==> src/smdr_pkg.sv <==
// package: widths, register indexes, stage codes and tables for the stepper sequencer
package smdr_pkg;

  localparam int SampleW   = 8;
  localparam int CoilW     = 4;
  localparam int StageW    = 2;
  localparam int StepsW    = 9;
  localparam int TicksW    = 16;
  localparam int CfgIdxW   = 3;
  localparam int CfgDataW  = 16;
  localparam int NumBins   = 5;
  localparam int BinIdxW   = 3;
  localparam int PhaseW    = 2;

  // register indexes on the configuration channel
  localparam logic [CfgIdxW-1:0] REG_STEP_COUNT = 3'd0;
  localparam logic [CfgIdxW-1:0] REG_STEP_GAP   = 3'd1;
  localparam logic [CfgIdxW-1:0] REG_DWELL_BIN0 = 3'd2;
  localparam logic [CfgIdxW-1:0] REG_DWELL_BIN4 = 3'd6;

  // reset values of the registers
  localparam logic [StepsW-1:0] STEP_COUNT_RST = 9'd416;
  localparam logic [TicksW-1:0] STEP_GAP_RST   = 16'd50;
  localparam logic [TicksW-1:0] DWELL_RST [NumBins] =
    '{16'd4000, 16'd8000, 16'd16000, 16'd24000, 16'd40000};

  // sample bin bounds
  localparam logic [SampleW-1:0] BIN_BOUND1 = 8'd51;
  localparam logic [SampleW-1:0] BIN_BOUND2 = 8'd102;
  localparam logic [SampleW-1:0] BIN_BOUND3 = 8'd153;
  localparam logic [SampleW-1:0] BIN_BOUND4 = 8'd204;

  // stage codes on the result
  localparam logic [StageW-1:0] STAGE_IDLE  = 2'd0;
  localparam logic [StageW-1:0] STAGE_FWD   = 2'd1;
  localparam logic [StageW-1:0] STAGE_DWELL = 2'd2;
  localparam logic [StageW-1:0] STAGE_REV   = 2'd3;

  typedef enum logic [3:0] {
    MODE_IDLE  = 4'b0001,
    MODE_FWD   = 4'b0010,
    MODE_DWELL = 4'b0100,
    MODE_REV   = 4'b1000
  } mode_t;

  // wave drive coil pattern per phase, bits 1a,1b,2a,2b
  function automatic logic [CoilW-1:0] coil_of_phase(input logic [PhaseW-1:0] ph);
    logic [CoilW-1:0] c;
    unique case (ph)
      2'd0: c = 4'b1000;
      2'd1: c = 4'b0001;
      2'd2: c = 4'b0100;
      2'd3: c = 4'b0010;
      default: c = 4'b0000;
    endcase
    return c;
  endfunction

  function automatic logic [BinIdxW-1:0] bin_of(input logic [SampleW-1:0] s);
    logic [BinIdxW-1:0] b;
    if (s < BIN_BOUND1) b = 3'd0;
    else if (s < BIN_BOUND2) b = 3'd1;
    else if (s < BIN_BOUND3) b = 3'd2;
    else if (s < BIN_BOUND4) b = 3'd3;
    else b = 3'd4;
    return b;
  endfunction

endpackage

==> src/smdr_in_if.sv <==
// interface: tick channel carrying start request and sensor sample
interface smdr_in_if;
  logic                          valid;
  logic                          ready;
  logic                          start_request;
  logic [smdr_pkg::SampleW-1:0]  sensor_sample;

  modport source (output valid, start_request, sensor_sample, input ready);
  modport sink   (input valid, start_request, sensor_sample, output ready);
endinterface

==> src/smdr_out_if.sv <==
// interface: result channel carrying coil pattern, busy flag and stage
interface smdr_out_if;
  logic                         valid;
  logic                         ready;
  logic [smdr_pkg::CoilW-1:0]   coil_drive;
  logic                         busy_res;
  logic [smdr_pkg::StageW-1:0]  stage;

  modport source (output valid, coil_drive, busy_res, stage, input ready);
  modport sink   (input valid, coil_drive, busy_res, stage, output ready);
endinterface

==> src/smdr_cfg_if.sv <==
// interface: register write channel with index and data
interface smdr_cfg_if;
  logic                           valid;
  logic                           ready;
  logic [smdr_pkg::CfgIdxW-1:0]   index;
  logic [smdr_pkg::CfgDataW-1:0]  data;

  modport source (output valid, index, data, input ready);
  modport sink   (input valid, index, data, output ready);
endinterface

==> src/stepper_move_dwell_return_unit.sv <==
// top level: stepper move, dwell and return sequencer with wave drive output
// a result is valid in the cycle after its tick transfer
// throughput: one tick per cycle unless a held result stalls it; the state update
//   is a single pass from the state registers into the result register, the skid stage
// reset (rst, synchronous): idle, coils off, counters cleared, registers at
//   their default values, no result pending
module stepper_move_dwell_return_unit (
  input logic       clk,
  input logic       rst,
  smdr_in_if.sink   item,
  smdr_out_if.source result,
  smdr_cfg_if.sink  cfg
);
  import smdr_pkg::*;

  // state of a stepping stage
  typedef struct packed {
    logic [PhaseW-1:0] phase;
    logic [CoilW-1:0]  pattern;
    logic [StepsW-1:0] steps;
    logic [TicksW-1:0] ticks;
  } step_state_t;

  // one tick of a stepping stage: step on the first tick of a gap
  function automatic step_state_t step_tick(input step_state_t s, input logic cw,
                                            input logic [TicksW-1:0] gap_reg);
    step_state_t       r;
    logic [TicksW-1:0] gap;
    r   = s;
    gap = (gap_reg == '0) ? TicksW'(1) : gap_reg;
    if (s.ticks == '0 && s.steps != '0) begin
      r.phase   = cw ? (s.phase - PhaseW'(1)) : (s.phase + PhaseW'(1));
      r.pattern = coil_of_phase(r.phase);
      r.steps   = s.steps - StepsW'(1);
      r.ticks   = gap - TicksW'(1);
    end else if (s.ticks != '0) begin
      r.ticks = s.ticks - TicksW'(1);
    end
    return r;
  endfunction

  // configuration registers
  logic [StepsW-1:0] step_count;
  logic [TicksW-1:0] step_gap;
  logic [TicksW-1:0] dwell_bin [NumBins];

  // sequencer state
  mode_t             mode, mode_next;
  logic [PhaseW-1:0] phase_index, phase_index_next;
  logic [StepsW-1:0] steps_left, steps_left_next;
  logic [TicksW-1:0] ticks_left, ticks_left_next;
  logic [TicksW-1:0] dwell_chosen, dwell_chosen_next;
  logic [CoilW-1:0]  drive_pattern, drive_pattern_next;
  logic [StageW-1:0] stage_next;

  logic item_xfer;

  // result register doubles as skid: a new tick goes in when the slot frees up
  assign item.ready = !result.valid || result.ready;
  assign item_xfer  = item.valid && item.ready;
  assign cfg.ready  = 1'b1;

  // register writes, out-of-range indexes dropped
  always_ff @(posedge clk) begin
    if (rst) begin
      step_count <= STEP_COUNT_RST;
      step_gap   <= STEP_GAP_RST;
      for (int i = 0; i < NumBins; i++) dwell_bin[i] <= DWELL_RST[i];
    end else if (cfg.valid && cfg.ready) begin
      if (cfg.index == REG_STEP_COUNT) begin
        step_count <= cfg.data[StepsW-1:0];
      end else if (cfg.index == REG_STEP_GAP) begin
        step_gap <= cfg.data;
      end else if (cfg.index >= REG_DWELL_BIN0 && cfg.index <= REG_DWELL_BIN4) begin
        dwell_bin[BinIdxW'(cfg.index - REG_DWELL_BIN0)] <= cfg.data;
      end
    end
  end

  // next state for one tick
  always_comb begin
    step_state_t s;
    mode_t       m;
    logic        done;
    m = mode;
    s.phase   = phase_index;
    s.pattern = drive_pattern;
    s.steps   = steps_left;
    s.ticks   = ticks_left;
    dwell_chosen_next = dwell_chosen;
    done = 1'b0;

    // idle with a request: latch the dwell of the sample's bin and start forward
    if (m == MODE_IDLE && item.start_request) begin
      dwell_chosen_next = dwell_bin[bin_of(item.sensor_sample)];
      s.steps = step_count;
      s.ticks = '0;
      m = MODE_FWD;
    end

    unique case (m)
      MODE_FWD: begin
        s    = step_tick(s, 1'b1, step_gap);
        done = (s.ticks == '0) && (s.steps == '0);
        if (done) begin
          if (dwell_chosen_next == '0) begin
            // zero dwell skips straight to reverse
            m       = MODE_REV;
            s.steps = step_count;
            s.ticks = '0;
          end else begin
            m       = MODE_DWELL;
            s.ticks = dwell_chosen_next;
          end
        end
      end
      MODE_DWELL: begin
        if (s.ticks != '0) s.ticks = s.ticks - TicksW'(1);
        if (s.ticks == '0) begin
          m       = MODE_REV;
          s.steps = step_count;
          s.ticks = '0;
        end
      end
      MODE_REV: begin
        s    = step_tick(s, 1'b0, step_gap);
        done = (s.ticks == '0) && (s.steps == '0);
        if (done) m = MODE_IDLE;
      end
      MODE_IDLE: begin
        m = MODE_IDLE;
      end
      default: begin
        m = MODE_IDLE;
      end
    endcase

    mode_next          = m;
    phase_index_next   = s.phase;
    drive_pattern_next = s.pattern;
    steps_left_next    = s.steps;
    ticks_left_next    = s.ticks;

    unique case (m)
      MODE_IDLE:  stage_next = STAGE_IDLE;
      MODE_FWD:   stage_next = STAGE_FWD;
      MODE_DWELL: stage_next = STAGE_DWELL;
      MODE_REV:   stage_next = STAGE_REV;
      default:    stage_next = STAGE_IDLE;
    endcase
  end

  // state advances on each tick transfer
  always_ff @(posedge clk) begin
    if (rst) begin
      mode          <= MODE_IDLE;
      phase_index   <= '0;
      steps_left    <= '0;
      ticks_left    <= '0;
      dwell_chosen  <= '0;
      drive_pattern <= '0;
    end else if (item_xfer) begin
      mode          <= mode_next;
      phase_index   <= phase_index_next;
      steps_left    <= steps_left_next;
      ticks_left    <= ticks_left_next;
      dwell_chosen  <= dwell_chosen_next;
      drive_pattern <= drive_pattern_next;
    end
  end

  // result register
  always_ff @(posedge clk) begin
    if (rst) begin
      result.valid <= 1'b0;
    end else if (item_xfer) begin
      result.valid <= 1'b1;
    end else if (result.ready) begin
      result.valid <= 1'b0;
    end
  end

  always_ff @(posedge clk) begin
    if (item_xfer) begin
      result.coil_drive <= drive_pattern_next;
      result.busy_res   <= (mode_next != MODE_IDLE);
      result.stage      <= stage_next;
    end
  end

`ifndef NO_ASSERTIONS
  // every tick transfer leaves a result waiting
  a_result_after_tick: assert property (@(posedge clk) disable iff (rst)
    item_xfer |=> result.valid)
    else $error("no result after tick transfer");

  // wave drive energizes at most one coil
  a_single_coil: assert property (@(posedge clk) disable iff (rst)
    $onehot0(drive_pattern))
    else $error("more than one coil energized");

  // forward stage has used up all its steps before the dwell
  a_dwell_no_steps: assert property (@(posedge clk) disable iff (rst)
    mode == MODE_DWELL |-> steps_left == '0)
    else $error("steps left during dwell");

  // idle leaves no counts behind
  a_idle_clear: assert property (@(posedge clk) disable iff (rst)
    mode == MODE_IDLE |-> (steps_left == '0 && ticks_left == '0))
    else $error("counters not cleared in idle");
`endif

endmodule

==> src/flat_wrapper.sv <==
// flat-port wrapper written by rule: the top's interface ports become plain ports
module stepper_move_dwell_return_unit_flat import smdr_pkg::*;
  (clk, rst, item_valid, item_start_request, item_sensor_sample, item_ready, result_valid, result_coil_drive, result_busy_res, result_stage, result_ready, cfg_valid, cfg_index, cfg_data, cfg_ready);
  smdr_in_if item_i ();
  smdr_out_if result_i ();
  smdr_cfg_if cfg_i ();
  input logic clk;
  input logic rst;
  input wire logic [$bits(item_i.valid)-1:0] item_valid;
  input wire logic [$bits(item_i.start_request)-1:0] item_start_request;
  input wire logic [$bits(item_i.sensor_sample)-1:0] item_sensor_sample;
  output wire logic [$bits(item_i.ready)-1:0] item_ready;
  output wire logic [$bits(result_i.valid)-1:0] result_valid;
  output wire logic [$bits(result_i.coil_drive)-1:0] result_coil_drive;
  output wire logic [$bits(result_i.busy_res)-1:0] result_busy_res;
  output wire logic [$bits(result_i.stage)-1:0] result_stage;
  input wire logic [$bits(result_i.ready)-1:0] result_ready;
  input wire logic [$bits(cfg_i.valid)-1:0] cfg_valid;
  input wire logic [$bits(cfg_i.index)-1:0] cfg_index;
  input wire logic [$bits(cfg_i.data)-1:0] cfg_data;
  output wire logic [$bits(cfg_i.ready)-1:0] cfg_ready;
  assign item_i.valid = item_valid;
  assign item_i.start_request = item_start_request;
  assign item_i.sensor_sample = item_sensor_sample;
  assign item_ready = item_i.ready;
  assign result_valid = result_i.valid;
  assign result_coil_drive = result_i.coil_drive;
  assign result_busy_res = result_i.busy_res;
  assign result_stage = result_i.stage;
  assign result_i.ready = result_ready;
  assign cfg_i.valid = cfg_valid;
  assign cfg_i.index = cfg_index;
  assign cfg_i.data = cfg_data;
  assign cfg_ready = cfg_i.ready;
  stepper_move_dwell_return_unit u_core (.clk(clk), .rst(rst), .item(item_i), .result(result_i), .cfg(cfg_i));
endmodule
==> config.mk <==
export PLATFORM = sky130hd
export DESIGN_NAME = stepper_move_dwell_return_unit_flat
export DESIGN_NICKNAME = d
export VERILOG_FILES = /design/src/smdr_pkg.sv /design/src/smdr_in_if.sv /design/src/smdr_out_if.sv /design/src/smdr_cfg_if.sv /design/src/stepper_move_dwell_return_unit.sv /design/src/flat_wrapper.sv
export SDC_FILE = /design/constraint.sdc
export NUM_CORES = 1
export LEC_CHECK = 0
export ABC_AREA = 0
export ABC_CLOCK_PERIOD_IN_PS = 6500
export BUFFER_PORTS_ARGS = -buffer_cell sky130_fd_sc_hd__buf_2
export CORE_ASPECT_RATIO = 1.1
export CORE_MARGIN = 4
export CORE_UTILIZATION = 55
export CTS_BUF_LIST = sky130_fd_sc_hd__clkbuf_2 sky130_fd_sc_hd__clkbuf_4 sky130_fd_sc_hd__clkbuf_8
export DETAILED_ROUTE_END_ITERATION = 8
export HOLD_SLACK_MARGIN = 0.02
export MAX_ROUTING_LAYER = met4
export PLACE_DENSITY = 0.78
export SETUP_SLACK_MARGIN = 0.15
export SLEW_MARGIN = 5
export SYNTH_ARGS = -nofsm -noshare
export SYNTH_HDL_FRONTEND = slang
export SYNTH_SLANG_ARGS = --single-unit
==> constraint.sdc <==
create_clock -name clk -period 6.5 [get_ports clk]
set_input_delay 1.95 -clock clk [delete_from_list [all_inputs] [get_ports clk]]
set_output_delay 1.95 -clock clk [all_outputs]
set_load 0.01 [all_outputs]
==> impl_metrics.env <==
export IMPL_postCtsHoldBufs=0
export IMPL_fin_area_sq_um=10800
export IMPL_grt_pass1_vias=8515
export IMPL_final_antenna_net_count=0
export IMPL_hold_violations=0
export IMPL_async_flop_share=0
export IMPL_cts_made_buffers=17
export IMPL_synthToLayoutAreaGrowth_pct=8.83
export IMPL_synth_top_area_frac=0.275
export IMPL_crit_required_ns=6.89
export IMPL_synth_top_area_cell="edfxtp_1"
export IMPL_min_path_cells=2
export IMPL_reg2reg_setup_slack_ns=1.43
export IMPL_holdPathEnd="u_core.drive_pattern[0]$_SDFFE_PP0P_"
export IMPL_synth_seq_area_share=0.430
export IMPL_yosys_warnings=0
export IMPL_cts_num_sinks=168
export IMPL_cts_resized=0
export IMPL_power_mw=2.96
export IMPL_clock_skew_ns=0.0122
export IMPL_drcViolationCount=0
export IMPL_period_share=0.903
export IMPL_top_usage_layer="met2"
export IMPL_vias=9337
export IMPL_syn_inst=1109
export IMPL_cts_root_buf="clkbuf_8"
export IMPL_wirelength_um=33300
export IMPL_drt_iter0_markers=1306
export IMPL_placed_cell_area_sq_um=10400
export IMPL_core_sq_um=17700
export IMPL_syn_area_per_cell_sq_um=8.97
export IMPL_use_met3=0.0530
export IMPL_leakage_nw=3.94
export IMPL_finalNetCount=1177
export IMPL_placementRows=51
export IMPL_clk_path_buf_depth=2
export IMPL_vias_per_cell=6.73
export IMPL_ys_ff_latch=168
export IMPL_power_density_nw_per_um2=273
export IMPL_pin_count=43
export IMPL_syn_area_sq_um=9940
export IMPL_worst_pin_slew_ns=1.37
export IMPL_grt_max_degree=71
export IMPL_drv_slew=0
export IMPL_start_util=0.561
export IMPL_clk_pin_slew_ns=0.10
export IMPL_fin_ws_ns=0.629
export IMPL_post_drt_wl_per_cell_um=24.0
export IMPL_r2r_end="u_core.steps_left[2]$_SDFFE_PP0P_"
export IMPL_cp_arrival_ns=6.26
export IMPL_r2r_start="u_core.step_gap[9]$_SDFFE_PP0P_"
export IMPL_clock_latency_ns=0.47
export IMPL_yosysUniqueCellTypes=90
export IMPL_cts_tree="yes"
export IMPL_cts_setup_buffers=0
export IMPL_dr_pass1_iters=5
export IMPL_overflow=0
export IMPL_die_y_um=149
export IMPL_reg2reg_depth=14
export IMPL_dp_hpwl_um=23300
export IMPL_whs_ns=0.462
export IMPL_outcome="completed"
export IMPL_synth_area_top_cells="edfxtp_1 27%, dfxtp_1 16%, nand2_1 5.1%"
export IMPL_grt_util_met2=0.540
export IMPL_min_path_type="register to register"
export IMPL_peakVddDrop_uv=157
export IMPL_rsz0062_at_grt="no"
export IMPL_portBuffers=41
export IMPL_hold_start="u_core.drive_pattern[0]$_SDFFE_PP0P_"
export IMPL_path_class="input port to register"
export IMPL_fmax_ghz=0.170
export IMPL_synth_edf_count=91
export IMPL_pre_cts_slack_ns=0.239
export IMPL_die_area_sq_um=20300
export IMPL_antenna_cells=0
export IMPL_track_usage=0.337
export IMPL_cp_start_kind="input port"
export IMPL_critPathCaptureType="register"
export IMPL_synth_ff_type="edfxtp_1"
export IMPL_drive_gt1_frac=0.130
export IMPL_period_needed_ns=5.87
export IMPL_final_setup_viol_count=0
export IMPL_setup_tns_final_ns=0
export IMPL_grt_antenna_before_repair=0
export IMPL_grt_pass1_wl_um=50400
export IMPL_gp_congestion=1.02
export IMPL_htree_num_levels=4
export IMPL_slew_headroom=0.0851
export IMPL_path_max_fanout=16
export IMPL_die_w_um=136
export IMPL_maxCapViolations=0
export IMPL_met1_usage=0.430
## per-layer routing
metal  vias to the layer above  share of wire
met3                       122          0.090
li1                       4199              -
met1                      4427           0.39
met4                         0          0.046
met5                         -              0
met2                       589           0.48
## critical path, cell delays in order
cell	delay, ns
buf_2	0.07
and3b_1	0.17
nand2_1	0.11
nand2_1	0.19
ha_1	0.27
nor4b_1	0.40
nand2_1	0.27
o31a_4	0.48
a2111oi_0	0.37
a21oi_1	0.17
a2111oi_1	0.45
nand4_1	0.38
nor4_4	0.60
o21ai_0	0.14
a211oi_1	0.23
## cell type report
| class | count | area [sq um] |
|---|---|---|
| inverters | 12 | 45.0 |
| clock buffers | 19 | 255 |
| flip-flops and latches | 168 | 4270 |
| repair buffers | 73 | 445 |
| multi-input cells | 864 | 5340 |
| fillers | 1576 | 6920 |
| clock inverters | 13 | 165 |
| well taps | 238 | 298 |
## placed cells by master (no fill, tap or decap), types with 8 or more instances in the layout
cell / n
a211oi_1: 16
or3_1: 19
o21a_1: 9
o21ai_0: 45
a21oi_1: 87
dfxtp_1: 77
o22a_1: 8
mux2i_1: 32
and2_1: 44
nand3_1: 21
nor3_1: 38
and3_1: 15
a21o_1: 11
or2_2: 8
inv_1: 12
xor2_1: 10
nand2_1: 134
o211ai_1: 20
a211o_1: 8
or4_1: 12
nand4_1: 10
clkbuf_8: 18
nand2b_1: 30
edfxtp_1: 91
buf_2: 41
nor2_1: 101
ha_1: 8
a22o_1: 9
a31oi_1: 9
buf_4: 32
xnor2_1: 11
nor4_1: 25
## sequential cells by signal (all words and copies together) (netlist names), 4 cells and up
signal,flops
u_core.steps_left,9
u_core.drive_pattern,4
u_core.step_gap,16
u_core.dwell_chosen,16
u_core.mode,4
u_core.step_count,9
u_core.dwell_bin,84
u_core.result.coil_drive,4
u_core.ticks_left,16
## worst max path at each step
stage	from	to	slack [ns]
4_1_cts	item_start_request	u_core.steps_left[6]$_SDFFE_PP0P_	0.69
3_5_place_dp	item_start_request	u_core.steps_left[4]$_SDFFE_PP0P_	0.24
5_1_grt	item_start_request	u_core.steps_left[6]$_SDFFE_PP0P_	0.37
3_3_place_gp	item_start_request	u_core.steps_left[4]$_SDFFE_PP0P_	0.38
2_1_floorplan	item_start_request	u_core.ticks_left[10]$_SDFFE_PP0P_	0.15
6_report	item_start_request	u_core.steps_left[2]$_SDFFE_PP0P_	0.63
## cells by family (layout without fill, tap and decap cells)
group,after synthesis,in the layout,synth area share
buffers and inverters,80,117,0.0366
AND/OR/NAND/NOR,490,490,0.252
flip-flops,168,168,0.430
other,2,5,0.000755
adder cells (fa/ha/maj),8,8,0.0101
XOR/XNOR,21,21,0.0185
multiplexers,39,39,0.0413
AO/OA/AOI/OAI,301,301,0.211
## report_power, final
| group | leakage [nW] | internal, mW | switching [mW] |
|---|---|---|---|
| logic | 2.21 | 0.315 | 0.597 |
| registers | 1.52 | 1.19 | 0.0565 |
| clock network | 0.212 | 0.368 | 0.431 |
## cells in the mapped netlist, types with 5 or more instances
master and count:
a2111oi_0 5, a211o_1 8, a211oi_1 16, a21o_1 11
a21oi_1 87, a221oi_1 5, a22o_1 9, a31oi_1 9
and2_1 45, and3_1 15, buf_2 5, buf_4 6
clkbuf_1 48, dfxtp_1 77, edfxtp_1 91, ha_1 8
inv_1 12, mux2_2 6, mux2i_1 32, nand2_1 134
nand2b_1 30, nand3_1 21, nand4_1 10, nor2_1 101
nor2b_1 5, nor3_1 39, nor4_1 25, nor4b_1 5
o211ai_1 20, o21a_1 9, o21ai_0 47, o221ai_1 7
o22a_1 8, o22ai_1 7, o31ai_1 6, or2_2 8
or3_1 19, or4_1 12, xnor2_1 11, xor2_1 10
## through the flow
step / std cells / utilization
6_report: 1387 / 0.610
5_1_grt: 1387 / 0.610
4_1_cts: 1387 / 0.610
3_5_place_dp: 1355 / 0.586
3_3_place_gp: 1355 / 0.586
2_1_floorplan: 1112 / -
(Power assumes the default switching activity.)
